$ cat src/ptp_pkg.sv
`timescale 1ns / 1ps
// ----------------------------------------------------------------------------
// Priority table package
// Shared constants, codes and control/status types of the priority table.
// ----------------------------------------------------------------------------
package ptp_pkg;

    localparam int DEPTH         = 256;
    localparam int ADDR_BITS     = $clog2(DEPTH);
    localparam int CNT_BITS      = ADDR_BITS + 1;
    localparam int PAYLOAD_BITS  = 32;
    localparam int PRIORITY_BITS = 16;

    localparam logic [2:0] OP_ADD      = 3'd0;
    localparam logic [2:0] OP_PROMOTE  = 3'd1;
    localparam logic [2:0] OP_GET      = 3'd2;
    localparam logic [2:0] OP_IS_VALID = 3'd3;
    localparam logic [2:0] OP_GET_MAX  = 3'd4;
    localparam logic [2:0] OP_POP_MAX  = 3'd5;

    localparam logic [1:0] ST_OK      = 2'd0;
    localparam logic [1:0] ST_FULL    = 2'd1;
    localparam logic [1:0] ST_INVALID = 2'd2;
    localparam logic [1:0] ST_EMPTY   = 2'd3;

    localparam logic [1:0] RD_ID   = 2'd0;
    localparam logic [1:0] RD_SCAN = 2'd1;
    localparam logic [1:0] RD_BEST = 2'd2;

    localparam logic [3:0] RSP_ADD_OK     = 4'd0;
    localparam logic [3:0] RSP_FULL       = 4'd1;
    localparam logic [3:0] RSP_BAD_ID     = 4'd2;
    localparam logic [3:0] RSP_BAD_OP     = 4'd3;
    localparam logic [3:0] RSP_PROMOTE    = 4'd4;
    localparam logic [3:0] RSP_GET        = 4'd5;
    localparam logic [3:0] RSP_VALID      = 4'd6;
    localparam logic [3:0] RSP_EMPTY      = 4'd7;
    localparam logic [3:0] RSP_MAX        = 4'd8;

    typedef struct packed {
        logic       load;
        logic       add_commit;
        logic       rd_en;
        logic [1:0] rd_sel;
        logic       prio_wr;
        logic       scan_init;
        logic       scan_step;
        logic       pop_clear;
        logic       respond;
        logic [3:0] resp_sel;
    } cmd_t;

    typedef struct packed {
        logic [2:0] op;
        logic       full;
        logic       id_live;
        logic       scan_last;
        logic       found;
    } stat_t;

endpackage

$ cat src/ptp_ctrl.sv
`timescale 1ns / 1ps
// ----------------------------------------------------------------------------
// Priority table controller
// Sequences decode, memory reads, the max scan and the result beat.
// ----------------------------------------------------------------------------
module ptp_ctrl
(
    input  logic           clk,
    input  logic           rst_n,
    input  logic           start,
    output logic           busy,
    input  ptp_pkg::stat_t stat,
    output ptp_pkg::cmd_t  cmd
);

    localparam logic [2:0] S_IDLE   = 3'd0;
    localparam logic [2:0] S_DECODE = 3'd1;
    localparam logic [2:0] S_READ   = 3'd2;
    localparam logic [2:0] S_SCAN   = 3'd3;
    localparam logic [2:0] S_DRAIN  = 3'd4;
    localparam logic [2:0] S_FETCH  = 3'd5;
    localparam logic [2:0] S_MAXOUT = 3'd6;

    logic [2:0] state_reg, state_next;

    always_ff @(posedge clk or negedge rst_n)
    begin
        if (!rst_n)
        begin
            state_reg <= S_IDLE;
        end
        else
        begin
            state_reg <= state_next;
        end
    end

    assign busy = (state_reg != S_IDLE);

    always_comb
    begin
        state_next     = state_reg;
        cmd            = '0;
        cmd.rd_sel     = ptp_pkg::RD_ID;
        cmd.resp_sel   = ptp_pkg::RSP_BAD_OP;
        unique case (state_reg)
            S_IDLE:
            begin
                if (start)
                begin
                    cmd.load   = 1'b1;
                    state_next = S_DECODE;
                end
            end
            S_DECODE:
            begin
                state_next = S_IDLE;
                case (stat.op)
                    ptp_pkg::OP_ADD:
                    begin
                        cmd.respond = 1'b1;
                        if (stat.full)
                        begin
                            cmd.resp_sel = ptp_pkg::RSP_FULL;
                        end
                        else
                        begin
                            cmd.resp_sel   = ptp_pkg::RSP_ADD_OK;
                            cmd.add_commit = 1'b1;
                        end
                    end
                    ptp_pkg::OP_PROMOTE, ptp_pkg::OP_GET:
                    begin
                        if (stat.id_live)
                        begin
                            cmd.rd_en  = 1'b1;
                            state_next = S_READ;
                        end
                        else
                        begin
                            cmd.respond  = 1'b1;
                            cmd.resp_sel = ptp_pkg::RSP_BAD_ID;
                        end
                    end
                    ptp_pkg::OP_IS_VALID:
                    begin
                        cmd.respond  = 1'b1;
                        cmd.resp_sel = ptp_pkg::RSP_VALID;
                    end
                    ptp_pkg::OP_GET_MAX, ptp_pkg::OP_POP_MAX:
                    begin
                        cmd.scan_init = 1'b1;
                        state_next    = S_SCAN;
                    end
                    default:
                    begin
                        cmd.respond  = 1'b1;
                        cmd.resp_sel = ptp_pkg::RSP_BAD_OP;
                    end
                endcase
            end
            S_READ:
            begin
                cmd.respond = 1'b1;
                state_next  = S_IDLE;
                if (stat.op == ptp_pkg::OP_PROMOTE)
                begin
                    cmd.prio_wr  = 1'b1;
                    cmd.resp_sel = ptp_pkg::RSP_PROMOTE;
                end
                else
                begin
                    cmd.resp_sel = ptp_pkg::RSP_GET;
                end
            end
            S_SCAN:
            begin
                cmd.scan_step = 1'b1;
                cmd.rd_en     = 1'b1;
                cmd.rd_sel    = ptp_pkg::RD_SCAN;
                if (stat.scan_last)
                begin
                    state_next = S_DRAIN;
                end
            end
            S_DRAIN:
            begin
                state_next = S_FETCH;
            end
            S_FETCH:
            begin
                if (stat.found)
                begin
                    cmd.rd_en  = 1'b1;
                    cmd.rd_sel = ptp_pkg::RD_BEST;
                    state_next = S_MAXOUT;
                end
                else
                begin
                    cmd.respond  = 1'b1;
                    cmd.resp_sel = ptp_pkg::RSP_EMPTY;
                    state_next   = S_IDLE;
                end
            end
            S_MAXOUT:
            begin
                cmd.respond   = 1'b1;
                cmd.resp_sel  = ptp_pkg::RSP_MAX;
                cmd.pop_clear = (stat.op == ptp_pkg::OP_POP_MAX);
                state_next    = S_IDLE;
            end
            default:
            begin
                state_next = S_IDLE;
            end
        endcase
    end

endmodule

$ cat config.mk
export PLATFORM = sky130hd
export DESIGN_NAME = ptp_ctrl
export DESIGN_NICKNAME = d
export VERILOG_FILES = /design/src/ptp_pkg.sv /design/src/ptp_ctrl.sv
export SDC_FILE = /design/constraint.sdc
export NUM_CORES = 1
export LEC_CHECK = 0
export BUFFER_PORTS_ARGS = -buffer_cell sky130_fd_sc_hd__buf_2
export CORE_AREA = 2 2 39 41
export CTS_BUF_LIST = sky130_fd_sc_hd__clkbuf_4 sky130_fd_sc_hd__clkbuf_8
export DETAILED_ROUTE_END_ITERATION = 8
export DIE_AREA = 0 0 41 43
export GPL_ROUTABILITY_DRIVEN = 0
export PLACE_DENSITY = 0.7
export SYNTH_ARGS = -nofsm -noshare
export SYNTH_HDL_FRONTEND = slang
export SYNTH_SLANG_ARGS = --single-unit
$ cat constraint.sdc
create_clock -name clk -period 2.26 [get_ports clk]
set_clock_uncertainty 0.2 [all_clocks]
set_input_delay 0.452 -clock clk [delete_from_list [all_inputs] [get_ports clk]]
set_output_delay 0.452 -clock clk [all_outputs]
set_load 0.05 [all_outputs]
==> impl_results.md <==
* Fillers at 143
* Rel. slew slack at 0.8027
* Async set or reset register ratio after synthesis at 1.000
* Reg2reg setup slack at 0.84 ns
* Via count at 540
* Metal-1 WL at 496 um
* Simple-Gate Fraction of Synth Area at 0.3746
* RSZ-0062 raised after global routing: false
* Initial antenna violation count at 0
* End point of the critical path: cmd[12]
* Post-synth EDFFs at 0
* Adder-cell share of the synthesized area at 0
* Antenna viol nets, final at 0
* Worst hold slack at 0.2826 ns
* CP startpoint: state_reg[2]
* Status: completed
* I/O Buffers at 24
* Top cell family by delay on the critical path: simple AND/OR/NAND/NOR gates
* DRT Wirelength at 1148 um
* Combinational share of power at 0.782
* Worst reg2reg path startpoint: state_reg[1]
* Synthesized instance count at 59
* CTS sink cnt at 3
* Crit-path cells: or4_4, nor3_4, clkbuf_4
* Max reg flops at 3
* Fmax at 453.0 MHz
* FF-to-FF path depth at 4
* Grt total ovfl at 0
* Reg power frac at 0.115
* Root buf cell: clkbuf_4
* CTS tree: yes
* Pins Over Slew Limit at 0
* Nature of the critical path endpoint: output port
* Most frequent cells in the layout: buf_2 (22), buf_4 (7), clkbuf_4 (5)
* Main synth FF type: dfrtp_1
* Cell Area, Synth at 444.2 um^2
* MaxCap Viol Count at 0
* Leak Pwr at 0.0003289 uW
* Mux share of post-synthesis cell area at 0.02254
* Net Count, Synth at 69
* Initial core utilization at 0.3210
* Register area at 76.32 um^2
* Diode count at 0
* Max Used Layer: met3
* Clock-pin slew on the worst setup and hold paths at 0.03 ns
* DR WL/cell at 11.04 um
* DRC at 0
* Gr usage total at 0.1489
* Synthesis warning total at 0
* Core Box Area at 1384 um^2
* Share of post-route cells with drive strength above 1 at 0.5114
* XOR/XNOR Fraction of Synth Area at 0.01972
* Final setup violation count at 0
* Post-DP HPWL at 935.3 um
* Synthesized flop and latch total at 3
* Full die area at 1763 um^2
* Die X at 41 um
* Critical Path Stages at 3
* Post-synthesis sequential area ratio at 0.1690
* Met3 routed WL at 37 um
* IO Pins at 25
* Clk network pwr share at 0.102
* Avg Vias per Cell at 5.192
* Worst-case clock buffer depth at 2
* CP bufs+invs at 1
* Worst-path fanout max at 4
* Clk_lat worst skew at 0.23 ns
* Critical Path Source Type: flip-flop
* Compound-Gate Fraction of Synth Area at 0.2817
* Final core occ at 0.4783
* Switching share of power at 0.5942
* Vias in the first global route at 488
* First-pass GRT wire length at 1897 um
* Row count at 14
* Int Pwr at 405.5 uW
* Mapped Avg Cell Area at 7.528 um^2
* Crit path max-delay cell type: or4_4
* Worst min path class: in2reg
* P per Cell Area at 1510 nW/um^2
* Yosys cell types at 37
* Crit-path max cell delay at 0.57 ns
* Period minus WS final at 2.208 ns
* Commonest non-fill, non-tap cell in the layout: buf_2
* Wire length on met2 at 614 um
* Net Switching at 593.7 uW
* Initial DRT Pass Iterations at 4
* Least-Margin Pin Slew at 0.2922 ns
* Largest family of logic cells by synthesized area: simple AND/OR/NAND/NOR gates
* RR Endpoint: state_reg[1]
* Fin crit share at 0.9769
* Nets at 99
* Critical Path AT at 1.56 ns
* Initial DRC Count at 9
* Die height at 43 um
* Multi-input logic area at 340.3 um^2
* CTS H-tree lvls at 1
* Req. time, crit path at 1.61 ns
* Setup Buffers After CTS at 0
* VDD IR max at 0.7921 mV
* Area Overhead vs Synth at 49.01%
* Fin. Hold Viols at 0
* Pin count of the biggest net entering global routing at 11
* Critical path class: reg2out
* CTS buffer count at 3
[layout make-up]
cell class | count | area share
Timing Repair Buffer | 31 | 0.2722
Clock buffer | 4 | 0.04537
Inverter | 4 | 0.02268
Sequential cell | 3 | 0.1153
Tap cell | 16 | 0.03025
Multi-Input combinational cell | 46 | 0.5142
[per-layer routing]
metal	track usage	up-vias
li1	-	278
met1	0.1877	255
met2	0.2406	7
met3	0.02094	0
met4	0.06000	0
met5	0	-
[cells by family after synthesis]
kind of cell / after synthesis
XOR/XNOR: 1
buffers and inverters: 10
multiplexers: 1
AO/OA/AOI/OAI: 17
AND/OR/NAND/NOR: 27
flip-flops: 3
[metrics by stage]
step	setup TNS [ns]	area, um^2	setup slack (ns)	total power, uW	instances
2_1_floorplan	-0.4885	474.2	-0.2083	728.6	59
3_3_place_gp	0	615.6	0.09814	888.9	99
3_5_place_dp	0	615.6	0.08901	893.6	99
4_1_cts	0	655.6	0.01041	1001	104
5_1_grt	0	661.9	0.004264	1068	104
6_report	0	661.9	0.05226	999.2	104
[power by group through the flow]
| stage | Clock (uW) | Combinational, uW | Sequential, uW |
|---|---|---|---|
| 2_1_floorplan | 0 | 637 | 91.9 |
| 3_3_place_gp | 0 | 775 | 114 |
| 3_5_place_dp | 0 | 779 | 114 |
| 4_1_cts | 107 | 781 | 114 |
| 5_1_grt | 110 | 839 | 120 |
| 6_report | 102 | 782 | 115 |
[cells in the mapped netlist, drive strengths merged (2+ instances only)]
| library cell | count | area (um^2) |
|---|---|---|
| a21oi | 2 | 10.01 |
| and3 | 2 | 12.51 |
| buf | 4 | 35.03 |
| clkbuf | 2 | 8.750 |
| dfrtp | 3 | 75.07 |
| inv | 4 | 15.01 |
| nand2 | 3 | 11.26 |
| nand2b | 2 | 15.02 |
| nor2 | 5 | 21.27 |
| nor2b | 2 | 12.51 |
| nor3 | 5 | 30.03 |
| nor3b | 2 | 15.01 |
| o21ai | 4 | 20.02 |
| o31ai | 2 | 15.01 |
[worst reg2reg max path: stages (launching register included)]
cell	delay, ns
dfrtp_1	0.36
buf_4	0.16
inv_1	0.18
o311ai_0	0.16
o211a_1	0.24
[worst min path at each step]
stage	from	cells past startpoint	slack, ns	endpoint
3_3_place_gp	rst_n	1	0.05	state_reg[0]
5_1_grt	stat[1]	2	0.30	state_reg[2]
2_1_floorplan	rst_n	0	-0.04	state_reg[0]
6_report	stat[1]	2	0.28	state_reg[2]
3_5_place_dp	rst_n	1	0.05	state_reg[0]
4_1_cts	stat[1]	2	0.28	state_reg[2]
[what timing repair did]
item                                   CTS  global route
resized for setup                        0             4
hold buffers                             1             0
endpoints found under the hold margin    3             0
setup endpoints to repair                0             6
(Power assumes the default switching activity.)
